===== src/hdl/pcsa_pkg.sv =====
package pcsa_pkg;

   // default build of the block
   localparam int SPECTRUM_BINS_DEF = 257;
   localparam int SAMPLE_BITS_DEF   = 16;

   // magnitudes are scaled below 2^(ROOT_W-1) before the square root
   localparam int ROOT_W = 32;
   localparam int RAD_W  = 2 * ROOT_W;

   // configuration register indexes
   localparam logic CSR_BAND_LIMIT = 1'b0;
   localparam logic CSR_AVG_FRAMES = 1'b1;

   localparam logic [8:0] BAND_LIMIT_RST = 9'd256;
   localparam logic [7:0] AVG_FRAMES_RST = 8'd4;

endpackage


===== src/hdl/pcsa_sqrt.sv =====
module pcsa_sqrt (
   input  logic                       clock,
   input  logic                       reset,
   input  logic                       go,
   input  logic [pcsa_pkg::RAD_W-1:0] radicand,
   output logic                       done,
   output logic [pcsa_pkg::ROOT_W-1:0] root
);
   import pcsa_pkg::*;

   logic [RAD_W-1:0] x_ff, x_in, r_ff, r_in, bit_ff, bit_in;
   logic             run_ff, run_in, done_ff, done_in;
   logic [RAD_W-1:0] trial;

   assign trial = r_ff + bit_ff;

   // one result bit per cycle, two radicand bits consumed
   always_comb begin
      x_in    = x_ff;
      r_in    = r_ff;
      bit_in  = bit_ff;
      run_in  = run_ff;
      done_in = 1'b0;
      if (go) begin
         x_in   = radicand;
         r_in   = '0;
         bit_in = RAD_W'(1) << (RAD_W - 2);
         run_in = 1'b1;
      end else if (run_ff) begin
         if (x_ff >= trial) begin
            x_in = x_ff - trial;
            r_in = (r_ff >> 1) + bit_ff;
         end else begin
            r_in = r_ff >> 1;
         end
         bit_in = bit_ff >> 2;
         if (bit_ff[0]) begin
            run_in  = 1'b0;
            done_in = 1'b1;
         end
      end
   end

   always_ff @(posedge clock) begin
      if (reset) begin
         run_ff  <= 1'b0;
         done_ff <= 1'b0;
      end else begin
         run_ff  <= run_in;
         done_ff <= done_in;
      end
      x_ff   <= x_in;
      r_ff   <= r_in;
      bit_ff <= bit_in;
   end

   assign done = done_ff;
   assign root = r_ff[ROOT_W-1:0];
endmodule


===== config.mk =====
export PLATFORM = sky130hd
export DESIGN_NAME = pcsa_sqrt
export DESIGN_NICKNAME = d
export VERILOG_FILES = /design/src/hdl/pcsa_pkg.sv /design/src/hdl/pcsa_sqrt.sv
export SDC_FILE = /design/constraint.sdc
export NUM_CORES = 1
export LEC_CHECK = 0
export BUFFER_PORTS_ARGS = -buffer_cell sky130_fd_sc_hd__buf_2
export CORE_MARGIN = 4
export CORE_UTILIZATION = 63
export DETAILED_ROUTE_END_ITERATION = 16
export GPL_TIMING_DRIVEN = 1
export PLACE_DENSITY = 0.86
export SYNTH_ARGS = -nofsm -noshare
export SYNTH_HDL_FRONTEND = slang
export SYNTH_SLANG_ARGS = --single-unit

===== constraint.sdc =====
create_clock -name clock -period 9.2 [get_ports clock]
set_clock_uncertainty 0.2 [all_clocks]
set_input_delay 0 -clock clock [delete_from_list [all_inputs] [get_ports clock]]
set_output_delay 0 -clock clock [all_outputs]
set_load 0.02 [all_outputs]

* Word level (Yosys, flattened, before mapping)
Cells that the tools add are included.
** Operators by class
- Multipliers :: 0
- Shifts and indexed selects :: 0
- Add/subtract/negate cells :: 3
- Reduce and logical (&&, ||, !) cells :: 4
- Divide/modulo/power cells :: 0
- Bitwise gates (word level) :: 1
- Magnitude comparators :: 1
- Muxes and demuxes :: 8
- Equality and inequality tests :: 0
** Operator list (number)
- $mux W64 :: 4
- $add A63 B63 Y64 :: 1
- $add A64 B63 Y64 :: 1
- $ge A64 B64 Y1 :: 1
- $sub A64 B64 Y64 :: 1
- $mux W1 :: 4
- $reduce_bool A2 Y1 :: 2
- $reduce_or A3 Y1 :: 1
- $reduce_and A2 Y1 :: 1
- $not A1 Y1 :: 1
** Word-level totals
- Bits in writable memories :: 0
- Flip-flop bits (word level) :: 162
- Output and inout bits :: 33
- Latch bits :: 0
- ROM bits :: 0
- Memories :: 0

* Longest topological paths before layout
- Depth after elaboration :: 5
- Gate-level depth with buffers :: 24
- Depth with buffers taken out :: 21

* Worst setup path before layout
No wires, ideal clock.
- Kind :: register to register
- From :: register r_ff[12]
- To :: register x_ff[0], enable pin
- Data arrival time :: 5.965 ns
- Cell stages (with the launch flop) :: 22
- Buffers on the path :: 3
- Setup time :: 0.423 ns
- Path slack :: 2.612 ns
- Cells stage by stage :: dfxtp_1 -> ha_1 -> nand4_1 -> or3_1 -> o21ai_1 -> a31oi_1 -> o21bai_1 -> a21boi_1 -> nor4b_1 -> a21oi_1 -> xor2_1 -> ha_1 -> clkbuf_1 -> nand4_1 -> nor4_2 -> nand2_1 -> o31ai_2 -> and2_1 -> buf_2 -> buf_2 -> nand2_1 -> nand2_1
** Between the ends
- Cells in the longest elaborated chain, start to end :: 4
** RTL lines
- start, declared :: line pcsa_sqrt.sv:11 : logic [RAD_W-1:0] x_ff, x_in, r_ff, r_in, bit_ff, bit_in;
- start signal, assigned :: line pcsa_sqrt.sv:53 : r_ff <= r_in;
- $add A64 B63 Y64 :: line pcsa_sqrt.sv:15 : assign trial = r_ff + bit_ff;
- $ge A64 B64 Y1 :: line pcsa_sqrt.sv:30 : if (x_ff >= trial) begin
- $reduce_bool A2 Y1 (no source line)
- $reduce_and A2 Y1 (no source line)
- end signal, assigned :: line pcsa_sqrt.sv:52 : x_ff <= x_in;
- end, declared :: line pcsa_sqrt.sv:11
No other way between the ends.
A chain may end at the register's enable or synchronous reset.

* Worst setup path in the final report
- From :: register r_ff[4]
- To :: register x_ff[8], enable pin
Same word-level chain as after synthesis.

==> qor.txt <==
CTS sink cnt: 162
Hold Path Class: input pin to register
Global-route wire length before repair: 78500 µm
Cell-internal power: 2.82 mW
Least-Margin Pin Slew: 0.911 ns
Die height: 165 µm
Yosys synthesis warning count: 0
DIE WIDTH: 165 µm
Final nets: 2282
Period utilisation layout: 0.804
Layout area overhead: 13.7%
EDFF count, synth: 64
Combinational Power Share: 0.641
Fmax: 135 MHz
Synth Flop Type: dfxtp_1
Row count: 57
Final setup vio count: 0
Worst relative slew slack: 0.391
Max-Cap Viols: 0
Final Hold Viols: 0
Syn Area/Cell: 7.83 µm²
TritonCTS Buffers: 17
Placed instance area: 15900 µm²
Net Sw Frac: 0.498
Critical path startpoint category: register
GP Congestion: 0.972
Syn Nets: 2188
Clock Latency Late Sink: 0.45 ns
Layout cells sized above 1: 0.0925
PwrDens: 317 nW/µm²
Die ar.: 27300 µm²
Hold_ws: 0.0371 ns
Final min period: 7.40 ns
Final instance area: 17700 µm²
Required time worst endpoint: 9.07 ns
Worst Path Max Fanout: 51
Post-synthesis cell area: 15600 µm²
Post-DR wirelength/cell: 20.3 µm
H-tree depth: 4
Initial DRC count: 1648
Slowest Stage Delay on Critical Path: 0.78 ns
Clk slew on worst S/H paths: 0.07 ns
CTS Buffer Depth: 2
Initial Utilization: 0.641
FF+latch area: 3890 µm²
Arrival @ worst endpoint: 7.27 ns
Final setup TNS: 0 ns
Multi-input logic area: 10900 µm²
Flop pwr share: 0.220
Crit path max-delay family: compound AO/OA/AOI/OAI gates
Slowest CP cell: o31ai_1
Largest net degree at the start of global routing: 85
WP buf/inv: 2
Routed Antenna Nets: 0
GRT Util Overall: 0.356
Async S/R FF share, synth: 0
Crit-path cells: ha_1 > a211oi_1 > a211o_1 > o31ai_1 > a31oi_1 > o211ai_1 > a21oi_1 > o21bai_1 > xnor2_1 > ha_1 > nand4_1 > nor4_2 > nand2_1 > o31ai_4 > buf_4 > and2_1 > nand2_1 > nand2_2 > buf_4
Core area: 24300 µm²
Sequential element share of the synthesized area: 0.249
Setup CP Type: register to register
Leakage power: 6.78 nW
Root Driver: clkbuf_16
I/O Buffers: 99
HPWL after DPL: 34400 µm
Status: finished, final reports clean
Yosys cell types: 82
Vias in the first global route: 15.5k
IO Pins: 100
DRT Pass-1 Iters: 6
Initial antenna violation count: 1
RSZ-0062 raised after global routing: no
Cells after Synth: 1990
Via density: 6.71
Fill count: 1902
Peak supply drop: 205 µV
Pre-CTS setup slack: 1.98 ns
Vias: 16.2k
Routed WL: 49100 µm
Residual DRC count: 0
CTS tree: done
Worst setup EP type: register
Net load switching power: 2.80 mW
Synth Register Bits: 162
Congestion Overflow GR: 0
Clock power share: 0.139
Setup ws final: 1.80 ns
Pins Over Slew Limit: 0
final cells by class:
| type | instances | area share |
|---|---|---|
| multi-input cells | 1637 | 0.613 |
| flip-flops and latches | 162 | 0.219 |
| repair buffers | 231 | 0.102 |
| clock buffers | 22 | 0.0298 |
| well taps | 324 | 0.0229 |
| inverters | 35 | 0.00742 |
| clock inverters | 10 | 0.00608 |
| diodes | 1 | 0.000141 |
sequential cells by signal, summed over array words and instances, names as in the netlist:
| signal | flops |
|---|---|
| r_ff | 64 |
| bit_ff | 32 |
| x_ff | 64 |
| done | 1 |
| run_ff | 1 |
logic make-up (layout without fill, tap and decap cells):
group,after synthesis,count (layout),synth area share
mux,48,48,0.0317
fa+ha+maj,131,131,0.106
other cells,0,1,0
flops,162,162,0.249
xor+xnor,151,151,0.0849
compound gates,659,659,0.281
buf+inv,191,298,0.0549
simple gates,648,648,0.192
tightest hold or removal path, stage by stage:
cell,delay [ns]
buf_6,0.20
nand2_1,0.14
o21ai_0,0.11
layer usage:
metal	up-vias	wire, µm	global-route usage
met1	7511	19000	0.427
met5	-	0	0
met2	911	22700	0.584
met4	0	3470	0.233
met3	229	3970	0.0660
li1	7596	-	-
what timing repair did:
item | 4_1_cts | 5_1_grt
setup buffers | 0 | 0
setup endpoints to repair | 0 | 0
endpoints found under the hold margin | 66 | 0
hold buffers | 122 | 0
resized for setup | 0 | 0
stage by stage:
step	power (mW)	util	instances
final	5.62	0.728	2422
after global routing	5.99	0.728	2422
after CTS	5.47	0.728	2421
after detailed placement	4.54	0.652	2267
after global placement	4.48	0.652	2267
after floorplan	3.76	-	1990
power by group through the flow:
stage / Clock (mW) / Sequential, mW / Combinational, mW
2_1_floorplan: 0 / 1.14 / 2.62
3_3_place_gp: 0 / 1.23 / 3.25
3_5_place_dp: 0 / 1.24 / 3.30
4_1_cts: 0.779 / 1.23 / 3.46
5_1_grt: 0.807 / 1.25 / 3.93
6_report: 0.780 / 1.24 / 3.60
path summary, 6_finish.rpt:
check                                     startpoint                    to  slack (ns)  depth (start not counted)
worst min-delay path                              go    x_ff[35]$_DFFE_PP_        0.04                          3
worst max register to register  r_ff[4]$_SDFFE_PP0P_     x_ff[8]$_DFFE_PP_        1.80                         19
worst max-delay path            r_ff[4]$_SDFFE_PP0P_     x_ff[8]$_DFFE_PP_        1.80                         19
worst min register to register  r_ff[0]$_SDFFE_PP0P_  r_ff[0]$_SDFFE_PP0P_        0.30                          2
layout by cell type, fill, tap and decap left out, types with 44 or more instances in the layout:
| cell type | synthesis | layout |
|---|---|---|
| o21ai_0 | 139 | 139 |
| ha_1 | 130 | 130 |
| xor2_1 | 85 | 85 |
| dfxtp_1 | 98 | 97 |
| dlygate4sd3_1 | 0 | 122 |
| nand3_1 | 63 | 63 |
| xnor2_1 | 66 | 66 |
| edfxtp_1 | 64 | 64 |
| a31oi_1 | 78 | 78 |
| nor2_1 | 161 | 161 |
| a21o_1 | 44 | 44 |
| buf_2 | 9 | 98 |
| a21oi_1 | 123 | 123 |
| nand2_1 | 244 | 243 |
cells in the mapped netlist, drive strengths merged (5+ instances only):
| cell | count | area [µm²] |
|---|---|---|
| a21oi | 123 | 616 |
| edfxtp | 64 | 1920 |
| clkbuf | 110 | 413 |
| mux2i | 37 | 370 |
| a211oi | 42 | 315 |
| o21ai | 145 | 726 |
| a41oi | 8 | 70.1 |
| a21boi | 7 | 52.6 |
| o21bai | 38 | 285 |
| inv | 34 | 128 |
| and3 | 11 | 68.8 |
| and2 | 14 | 87.6 |
| o22ai | 8 | 50.1 |
| nor2b | 11 | 68.8 |
| buf | 46 | 312 |
| nand2b | 14 | 87.6 |
| ha | 130 | 1630 |
| nand2 | 244 | 916 |
| xor2 | 85 | 744 |
| nand3 | 63 | 315 |
| nor3 | 25 | 125 |
| o211a | 5 | 50.1 |
| o31a | 5 | 43.8 |
| o21a | 15 | 113 |
| a21o | 44 | 330 |
| o211ai | 27 | 213 |
| dfxtp | 98 | 1960 |
| or2 | 8 | 50.1 |
| or4 | 6 | 48.8 |
| o31ai | 11 | 87.6 |
| a31o | 18 | 158 |
| mux2 | 11 | 124 |
| xnor2 | 66 | 578 |
| nor4 | 10 | 68.8 |
| nand4 | 43 | 275 |
| or3 | 12 | 75.1 |
| a31oi | 78 | 488 |
| a311oi | 35 | 307 |
| a211o | 6 | 52.6 |
| nand3b | 15 | 113 |
| a2111oi | 6 | 52.6 |
| nor2 | 162 | 611 |
No activity file was read; power rests on OpenSTA's default activity.
