<file path="config.mk">
export PLATFORM = sky130hd
export DESIGN_NAME = pcsa_div
export DESIGN_NICKNAME = d
export VERILOG_FILES = /design/src/hdl/pcsa_div.sv
export SDC_FILE = /design/constraint.sdc
export NUM_CORES = 1
export LEC_CHECK = 0
export ABC_CLOCK_PERIOD_IN_PS = 2700
export BUFFER_PORTS_ARGS = -buffer_cell sky130_fd_sc_hd__buf_2
export CELL_PAD_IN_SITES_DETAIL_PLACEMENT = 1
export CELL_PAD_IN_SITES_GLOBAL_PLACEMENT = 1
export CORE_AREA = 2 2 133 135
export DETAILED_ROUTE_END_ITERATION = 7
export DIE_AREA = 0 0 135 137
export GPL_TIMING_DRIVEN = 1
export HOLD_SLACK_MARGIN = 0.15
export PLACE_DENSITY_LB_ADDON = 0.1
export SLEW_MARGIN = 15
export SYNTH_ARGS = -nofsm -noshare
export SYNTH_HDL_FRONTEND = slang
export SYNTH_SLANG_ARGS = --single-unit
</file>
<file path="constraint.sdc">
create_clock -name clock -period 2.7 [get_ports clock]
set_input_delay 0.135 -clock clock [delete_from_list [all_inputs] [get_ports clock]]
set_output_delay 0.135 -clock clock [all_outputs]
set_load 0.05 [all_outputs]
</file>
<file path="src/hdl/pcsa_div.sv">
module pcsa_div #(
   parameter int DW = 47,
   parameter int VW = 32
) (
   input  logic          clock,
   input  logic          reset,
   input  logic          go,
   input  logic [DW-1:0] dividend,
   input  logic [VW-1:0] divisor,
   output logic          done,
   output logic [DW-1:0] quotient
);
   localparam int CW = $clog2(DW + 1);

   logic [DW-1:0] quo_ff, quo_in;
   logic [VW-1:0] rem_ff, rem_in, den_ff, den_in;
   logic [CW-1:0] cnt_ff, cnt_in;
   logic          run_ff, run_in, done_ff, done_in;
   logic [VW:0]   trial;
   logic          fits;

   assign trial = {rem_ff, quo_ff[DW-1]};
   assign fits  = trial >= {1'b0, den_ff};

   // restoring division, one quotient bit per cycle
   always_comb begin
      quo_in  = quo_ff;
      rem_in  = rem_ff;
      den_in  = den_ff;
      cnt_in  = cnt_ff;
      run_in  = run_ff;
      done_in = 1'b0;
      if (go) begin
         quo_in = dividend;
         rem_in = '0;
         den_in = divisor;
         cnt_in = CW'(DW);
         run_in = 1'b1;
      end else if (run_ff) begin
         rem_in = fits ? VW'(trial - {1'b0, den_ff}) : trial[VW-1:0];
         quo_in = {quo_ff[DW-2:0], fits};
         cnt_in = cnt_ff - CW'(1);
         if (cnt_ff == CW'(1)) begin
            run_in  = 1'b0;
            done_in = 1'b1;
         end
      end
   end

   always_ff @(posedge clock) begin
      if (reset) begin
         run_ff  <= 1'b0;
         done_ff <= 1'b0;
      end else begin
         run_ff  <= run_in;
         done_ff <= done_in;
      end
      quo_ff <= quo_in;
      rem_ff <= rem_in;
      den_ff <= den_in;
      cnt_ff <= cnt_in;
   end

   assign done     = done_ff;
   assign quotient = quo_ff;
endmodule

</file>
# Yosys cells after proc, flatten, opt, wreduce, memory -nomap -nowiden
# Index checks and enable logic that the tools add are counted.
# Widths: inputs -> output; s select.
# totals
out_inout_bits,48
reg_bits,119
in_bits,82
elab_cells,20
# classes
eq_ne,1
mux,7
addsub,2
magnitude_cmp,1
reduce_logical,2
n_bitwise,1
# ops
cell,n
$mux 47,2
$ge 33x32->1,1
$mux 32,1
$sub 32x32->32,1
$eq 6x1->1 const B,1
$sub 6x1->6 const B,1
$mux 1,4
$reduce_or 3->1,1
$reduce_bool 2->1,1
$not 1->1,1

# Longest topological paths before layout
# Gate-level depths: netlist (run 1).
# depth
word_depth,4
depth_mapped,14
depth_no_buf,12

# Worst setup path before layout (run 1)
# Ideal clock, no wire load.
# synth_timing
kind,register to register
from,register quo_ff[46] (netlist: quotient[46])
to,register rem_ff[30]
setup_time_ns,0.070
path_buffers,0
slack_ns,-0.323
arrival_time_ns,2.954
stages_incl_launch_ff,13
period_less_slack_ns,3.023
required_ns,2.630
path_cell_list,edfxtp_1 inv_1 ha_1 fa_1 nor2b_1 o31a_1 o22ai_1 o41ai_2 nor3_2 o41ai_2 a21oi_1 xor2_1 o21ai_1
# synth_between
elab_chain_cells,2
word_cells_on_any_way,3
cone_classes,1 x add/sub; 1 x order compare; 1 x mux
# synth_lines
element,line_no,text
from (decl),15,"logic [DW-1:0] quo_ff, quo_in;"
from (signal assigned),58,quo_ff <= quo_in;
$sub 32x32->32 or $ge 33x32->1 (tied branches),"40, 23",
$mux 32 *,40,"rem_in = fits ? VW'(trial - {1'b0, den_ff}) : trial[VW-1:0];"
to (signal assigned),59,rem_ff <= rem_in;
to (decl),16,"logic [VW-1:0] rem_ff, rem_in, den_ff, den_in;"
# Mark *: on every way between the ends. The rest lies on a longest branch, timed or not.
# A chain may end at the register's enable or synchronous reset.

# Worst setup path in the final report (run 1)
# layout_timing
from,register den_ff[0]
to,register rem_ff[22]
# layout_between
elab_chain_cells,2
word_cells_on_any_way,3
cone_classes,1 x add/sub; 1 x order compare; 1 x mux
# layout_lines
element,line_no,text
from (decl),16,
from (signal assigned),60,den_ff <= den_in;
$sub 32x32->32 or $ge 33x32->1 (tied branches),"40, 23",
$mux 32 *,40,
# Marked as above.

==> run summary, run 1 <==
The type of the worst setup path was flop to flop. After detailed routing, the average wire length per cell comes to 17.8 µm. The floorplan step set the die width to 135 µm. Most used flip-flop cell after synthesis: edfxtp_1. The number of different library cells used by synthesis comes to 53. Share of synthesized registers carrying an async set or reset: 0. Sorting the synthesized cells by how often they occur yields edfxtp_1, mux2_2, nor2_1, inv_1, dfxtp_1. The initial antenna violation count was 0; the area share of the leading cell type in the synthesized netlist was 0.363. The run gives 3040 ps as the required time at the worst-slack endpoint.

The cell area that synthesis handed to floorplanning was 6540 µm². Critical path data arrival time: 3050 ps. Synthesis inferred 119 register bits. Port buffering added 129 buffers. Counting flops with a built-in enable in the synthesized netlist gives 79. For the count of antenna-violating nets left after detailed routing, the log shows 0. Summed over all layers, the global routing overflow is 0.

The first global-routing pass estimated 31.4 mm of wire. OpenSTA, run right after detailed placement, puts the worst setup slack at -158 ps. Final clock period utilization by the worst path: 1.01.

The kind of path behind the tightest hold check is primary input to flop. The share of layout cells above drive strength 1 was 0.398. The worst setup path is launched from a flop. The area growth from synthesis to layout came out at 49.8%. After detailed routing, the number of vias per cell comes to 5.04. The first detailed-routing pass ran for 4 iterations. The worst hold path cell count was 4.

The final core utilization was 0.574. The proportion of synthesized chip area in sequential cells was 0.485. The endpoint identified for the worst register-to-register timing path is rem_ff[22]. The total global-route track usage is 0.218, and the max-slew violation count is 0.

HPWL after detailed placement: 12.6 mm. In the post-synthesis netlist, the cell with the most instances is edfxtp_1. The pin count of the biggest net entering global routing is 116, and the power after layout is 5.93 mW.

For this design the ratio of total power to cell area is 605 nW/µm². The count of routing violations after the opening detailed-route iteration came out at 201. The total via count after detailed routing was 5623. Final setup slack of the worst path: -17.9 ps.

In this run the worst path has a maximum fanout of 3. The logs give 4.29 nW for the static power due to leakage and 368 MHz for the fmax. In this run the worst setup path terminates at rem_ff[22].

TritonCTS built the clock tree. The run finished, with violations left. The count of mapped cells out of synthesis was 597.

After detailed placement, the design holds a cell count of 990. The run gives 19.8 mm as the total wirelength of the detailed-routed design. In this run the worst setup path begins at den_ff[0]. The startpoint identified for the worst register-to-register timing path is den_ff[0]. The tools report the worst reg-to-reg setup slack as -20 ps. The library cell with the largest summed area after synthesis is edfxtp_1.

The tools report the cell at the root of the clock tree as clkbuf_16. Clock skew: 12.6 ps. After clock tree synthesis, the clock-pin slew on the worst setup and hold paths is 60 ps. For this run, the number of Yosys warnings is 0.

The final layout contains 994 nets. The tools report the clock buffer count from CTS as 17. The tools report the number of global-route vias before repair as 6136. For this run, design rule violations remaining after detail routing come to 0. STA classifies the critical path endpoint as a flop.

The tools report the top-level I/O count as 130. Setup violations remaining at the end of the flow were counted as 2. The count of final hold-check violations was 0; the maximum vdd ir drop was 0.575 mV.

For the count of H-tree levels built during CTS, the log shows 4. By area the synthesized netlist is led by edfxtp_1, dfxtp_1, mux2_2. The worst slew slack as a fraction of its limit is 0.443, and the minimum period implied by the final worst setup slack is 2720 ps.

At the later pin of the worst-skew pair, clock insertion delay measures 430 ps. Routability-driven placement finished with a final weighted congestion of 0.829. The number of nets handed over by synthesis was 714.

The deepest clock path buffer count is 2, and the average instance area after synthesis is 11.0 µm². Max-cap violations in this run came to 0. The initial core utilization was 0.383; the die extent in y was 137 µm. Core area: 17100 µm². The floorplan step defined a die boundary enclosing 18500 µm².

The checks that failed: negative setup slack. The clock net in this run drives a total of 119 sinks. After floorplanning, the core was divided into 48 placement rows. The repair_antennas step left the layout with diodes totalling 0. Setup repair after global routing could not meet its margin everywhere. Leaving out filler cells and counting taps, the final layout contains 1115. The transition time at the pin with the least slew margin was 833 ps. For the worst flop-to-flop path, the logic depth is 12.
-- final cells by class --
type,instances,area (µm²)
Clock buffer,17,425
Fill cell,1816,7260
Tap cell,225,282
Timing Repair Buffer,291,2130
Multi-Input combinational cell,407,3490
Sequential cell,119,3170
Clock inverter,15,143
Inverter,41,154
-- cell usage in the layout (no fill, tap or decap), drive strengths merged, types with 22 or more instances in the layout --
| cell | instances |
|---|---|
| mux2i | 24 |
| o21ai | 24 |
| buf | 211 |
| mux2 | 47 |
| dfxtp | 40 |
| nor2 | 46 |
| dlygate4sd3 | 80 |
| edfxtp | 79 |
| xnor2 | 22 |
| ha | 34 |
| nand2 | 32 |
| a211oi | 23 |
| inv | 47 |
| a21oi | 35 |
-- per-layer routing --
metal	up-vias	global-route usage	part of all wire
li1	2742	-	-
met3	29	0.0607	0.042
met1	2733	0.246	0.41
met4	0	0.0631	0.018
met2	119	0.402	0.53
met5	-	0	0
-- cell families after synthesis --
group | count (synthesis) | share of synthesized area
DFF | 119 | 0.485
AOI/OAI and AO/OA | 133 | 0.139
buffers and inverters | 71 | 0.0465
adders and majority gates | 35 | 0.0681
and+or+nand+nor | 135 | 0.0991
muxes | 71 | 0.118
xor gates and xnor gates | 33 | 0.0442
-- repair_timing --
action / in CTS / in global routing
pin swaps: 6 / 16
endpoints found under the setup margin: 29 / 31
endpoints found under the hold margin: 81 / 0
hold buffers: 80 / 0
setup buffers: 1 / 12
resized for setup: 23 / 56
-- where the power goes --
group          internal, mW  switching, mW
registers              2.11         0.0903
clock network          1.28          0.943
logic                 0.649          0.851
-- stage by stage --
stage                     TNS (ps)  hold slack [ps]  instance area [µm²]
after floorplan               -202              207                 6550
after global placement        -224              310                 7900
after detailed placement      -907              313                 7900
after CTS                    -70.9              229                 9370
after global routing          -855              265                 9800
final                        -22.6              229                 9800
-- flip-flops by register name (all words and copies together) (netlist names) --
register  count
cnt_ff        6
rem_ff       32
quotient     47
den_ff       32
done          1
run_ff        1
-- how the worst min path moves through the flow --
stage / slack, ps / endpoint / from
after floorplan: 210 / run_ff / reset
after global placement: 310 / run_ff / reset
after detailed placement: 310 / den_ff[9] / divisor[9]
after CTS: 230 / rem_ff[20] / go
after global routing: 260 / rem_ff[20] / go
final: 230 / rem_ff[20] / go
-- worst max-delay path, stage by stage, from the launching register on --
cell and delay [ps]:
edfxtp_1 440, ha_4 200, fa_2 350, nor2b_2 150, o31a_1 210, o22ai_4 110
o41ai_4 290, nor3_2 120, buf_4 160, o21ai_4 120, xor2_1 170, mux2i_1 100
a211oi_1 210
No activity file was read; power rests on OpenSTA's default activity.
==> inputs of run 2 (changes only) <==
ABC_AREA = 1   (was default)
CORE_AREA = 2 2 146 148   (was 2 2 133 135)
DIE_AREA = 0 0 148 150   (was 0 0 135 137)
==> run summary, run 2 <==
The count of routing violations after the opening detailed-route iteration is 221 (+10%), and the final net count is 1390 (+40%). Clock latency on the worst-skew pair: 430 ps (about the same). The final weighted congestion of routability-driven global placement was 0.930 (+12%); the count of hold buffers inserted by post-cts repair was 81 (+1.3%). The synthesized area is 7480 µm² (+14%), and the final setup slack of the worst path is 295 ps (+313 ps). The final instance area is 9860 µm² (+0.60%), and the average instance area after synthesis is 7.05 µm² (-36%). The die outline width was 148 µm (+9.6%); the area growth from synthesis to layout was 31.7%. The share of synthesized registers carrying an async set or reset is 0 (unchanged), and the die outline area is 22200 µm² (+20%).

Number of buffers inserted to repair setup after CTS: 0 (-1). The number of global-route vias before repair is 7686 (+25%), and the post-synth net total is 1178 (+65%). Most used flip-flop cell after synthesis: edfxtp_1. The detail-routed net length per standard cell came out at 15.4 µm (-13%). The cell area power density was 558 nW/µm² (-7.8%).

The final antenna diode count was 0 (unchanged). The endpoint identified for the worst register-to-register timing path is rem_ff[28]. The core area came out at 20700 µm² (+21%). The number of setup violations in the final report came out at 0 (-2). Setup repair after global routing left no endpoint under its margin. The number of warnings reported in the yosys synthesis log is 0 (unchanged). The proportion of synthesized chip area in sequential cells is 0.424 (-0.0613), and the minimum period implied by the final worst setup slack is 2410 ps (-313 ps).

For the total global-route track usage, the log shows 0.226 (+0.00810). The number of input and output port buffers inserted was 129 (unchanged). The worst setup slack before clock tree synthesis came out at 304 ps (+462 ps).

The worst hold path begins at divisor[26]. The count of H-tree levels built during CTS is 4 (unchanged). The logs give 0 ps (+22.6 ps) for the total negative slack for setup checks and 53 (+10%) for the row count. The cell area reported after detailed placement was 8430 µm² (+6.7%); the initial antenna violation count was 0 (unchanged). Of all cell types, the one taking the most synthesized area is edfxtp_1. The tools report the initial core utilization as 0.362 (-0.0216). The number of flip-flops and latches in the synthesized netlist came out at 119 (unchanged). The number of search-and-repair iterations in the first detailed-routing pass is 4 (unchanged), and the worst hold path cell count is 2 (-2). The maximum fanout along the worst path is 25 (+22). The pin count of the biggest net entering global routing came out at 68 (-41%). The fmax was 416 MHz (+13%). The distinct cell type count after synthesis came out at 37 (-30%). The final core utilization came out at 0.476 (-0.0980). TritonCTS built the clock tree.

The depth of the most critical reg-to-reg path was 17 (+5). Leaving out fill and tap cells, the most frequent cell in the layout is nand2_1. The run gives 2720 ps (-330 ps) as the critical path data arrival time. The clock buffer count from CTS is 17 (unchanged). The via density per instance was 4.66 (-7.7%). The transition time at the pin with the least slew margin was 871 ps (+38.2 ps); the worst hold slack after final layout was 415 ps (+185 ps).

The run gives 119 (unchanged) as the sink count of the clock tree. The first-pass GRT wire length came out at 39.1 mm (+25%). The power after layout is 5.50 mW (-7.3%). The share of layout cells above drive strength 1 is 0.150 (-0.248). The tree is rooted in a clkbuf_16. The worst slew slack as a fraction of its limit is 0.418 (-0.0243). In this run the worst setup path begins at den_ff[7]. Static power due to leakage: 5.20 nW (+21%). The number of flops mapped to enable cells by yosys was 79 (unchanged). The tools report the endpoint class of the critical path as a flop. The final clock period utilization by the worst path is 0.891 (-0.116). The worst setup path is of the flop to flop kind. The clock slew at the register clock pins of the worst setup and hold paths was 70 ps (about the same); the area share of the leading cell type in the synthesized netlist was 0.317 (-0.0459). The total via count after detailed routing was 7269 (+29%); the number of maximum-capacitance constraint violations was 0 (unchanged).

The endpoint of the worst hold path is den_ff[26]. The run gives 11.9 ps (-0.794 ps) as the clock skew. The maximum vdd ir drop was 0.376 mV (-35%). The max-slew violation count was 0 (unchanged). The run finished with clean final reports. By area the synthesized netlist is led by edfxtp_1, nand2_1, dfxtp_1. Number of cells upsized or downsized after cts: 0 (-100%).

The logs give 0 (unchanged) for the number of DRC violations after detailed routing and 3010 ps (-30 ps) for the required time at the worst-slack endpoint. In the layout the commonest cells are nand2_1, inv_1, buf_2. The most common cell in the netlist is nand2_1. The worst reg-to-reg setup slack came out at 290 ps (+310 ps). The tools report the count of final hold-check violations as 0 (unchanged). The run gives 0 (unchanged) as the sum of overflow across all layers after global routing. Top-level I/O count: 130 (unchanged). Ranked by instance count, the synthesized netlist is headed by nand2_1, inv_1, nand3_1, edfxtp_1, nor2_1. The count of mapped cells out of synthesis is 1061 (+78%).

The number of flip-flops in the largest register came out at 47 (unchanged). The count of antenna-violating nets left after detailed routing is 0 (unchanged), and the number of standard cells in the layout, taps in and fillers out is 1561 (+40%). The tools report the reg-to-reg startpoint as den_ff[7]. The tightest min-delay check is of the primary input to flop type.

The HPWL after detailed placement is 17.3 mm (+38%). The die extent in y works out to 150 µm (+9.5%). The cell total after placement was 1448 (+46%); the total wirelength of the detailed-routed design was 24.1 mm (+22%). The worst setup path is launched from a flop. For the deepest clock path buffer count, the log shows 2 (unchanged).
[run 2: cell types whose count changed in the layout (fill, tap and decap cells not counted), sizes merged, moves of 15 or more]
cell	previous run	this run
a211oi	23	1
buf	211	138
a21oi	35	20
mux2	47	0
nand3	7	86
nand2	32	461
inv	47	192
mux2i	24	0
[run 2: power breakdown]
part	switching [mW]	total (mW)	internal (mW)	leakage [nW]
sequential	0.0572	2.14	2.09	1.12
combinational	0.623	0.914	0.291	3.79
clock	0.968	2.44	1.48	0.294
total	1.65	5.50	3.85	5.20
[run 2: final cells by class]
class                           instances  area [µm²]
Timing Repair Buffer                  219        1550
Clock inverter                         15         190
Multi-Input combinational cell        728        3470
Clock buffer                           17         425
Inverter                              188         706
Tap cell                              275         344
Fill cell                            2659       10800
Sequential cell                       119        3170
[run 2: routing by layer]
metal | GRT usage | up-vias | share of wire
met2 | 0.384 | 159 | 0.46
met3 | 0.0518 | 25 | 0.050
met5 | 0 | - | 0
met1 | 0.287 | 3377 | 0.47
met4 | 0.0686 | 0 | 0.018
li1 | - | 3708 | -
[run 2: worst max path at each step]
stage,end,cells past startpoint
after detailed placement,rem_ff[7],14
after floorplan,quotient[0],4
final,rem_ff[28],17
after global placement,rem_ff[7],13
after global routing,rem_ff[30],17
after CTS,rem_ff[28],17
[run 2: critical path, cell delays in order, from the launching register on]
cell	delay (ps)
edfxtp_1	370
inv_1	100
ha_1	290
nand2_2	110
inv_1	40
nand2_1	60
nand2_1	80
inv_1	80
nand3_2	170
nand2_2	130
nand2_2	60
nand2_2	100
buf_4	340
nand3_1	120
nand2_1	80
clkinv_1	70
nand2_1	50
nand2_1	50
[run 2: cell families after synthesis]
logic type	after synthesis	share of synthesized area
AOI/OAI and AO/OA	45	0.0331
and+or+nand+nor	634	0.354
adders and majority gates	35	0.0595
xor gates and xnor gates	14	0.0164
DFF	119	0.424
buffers and inverters	214	0.113
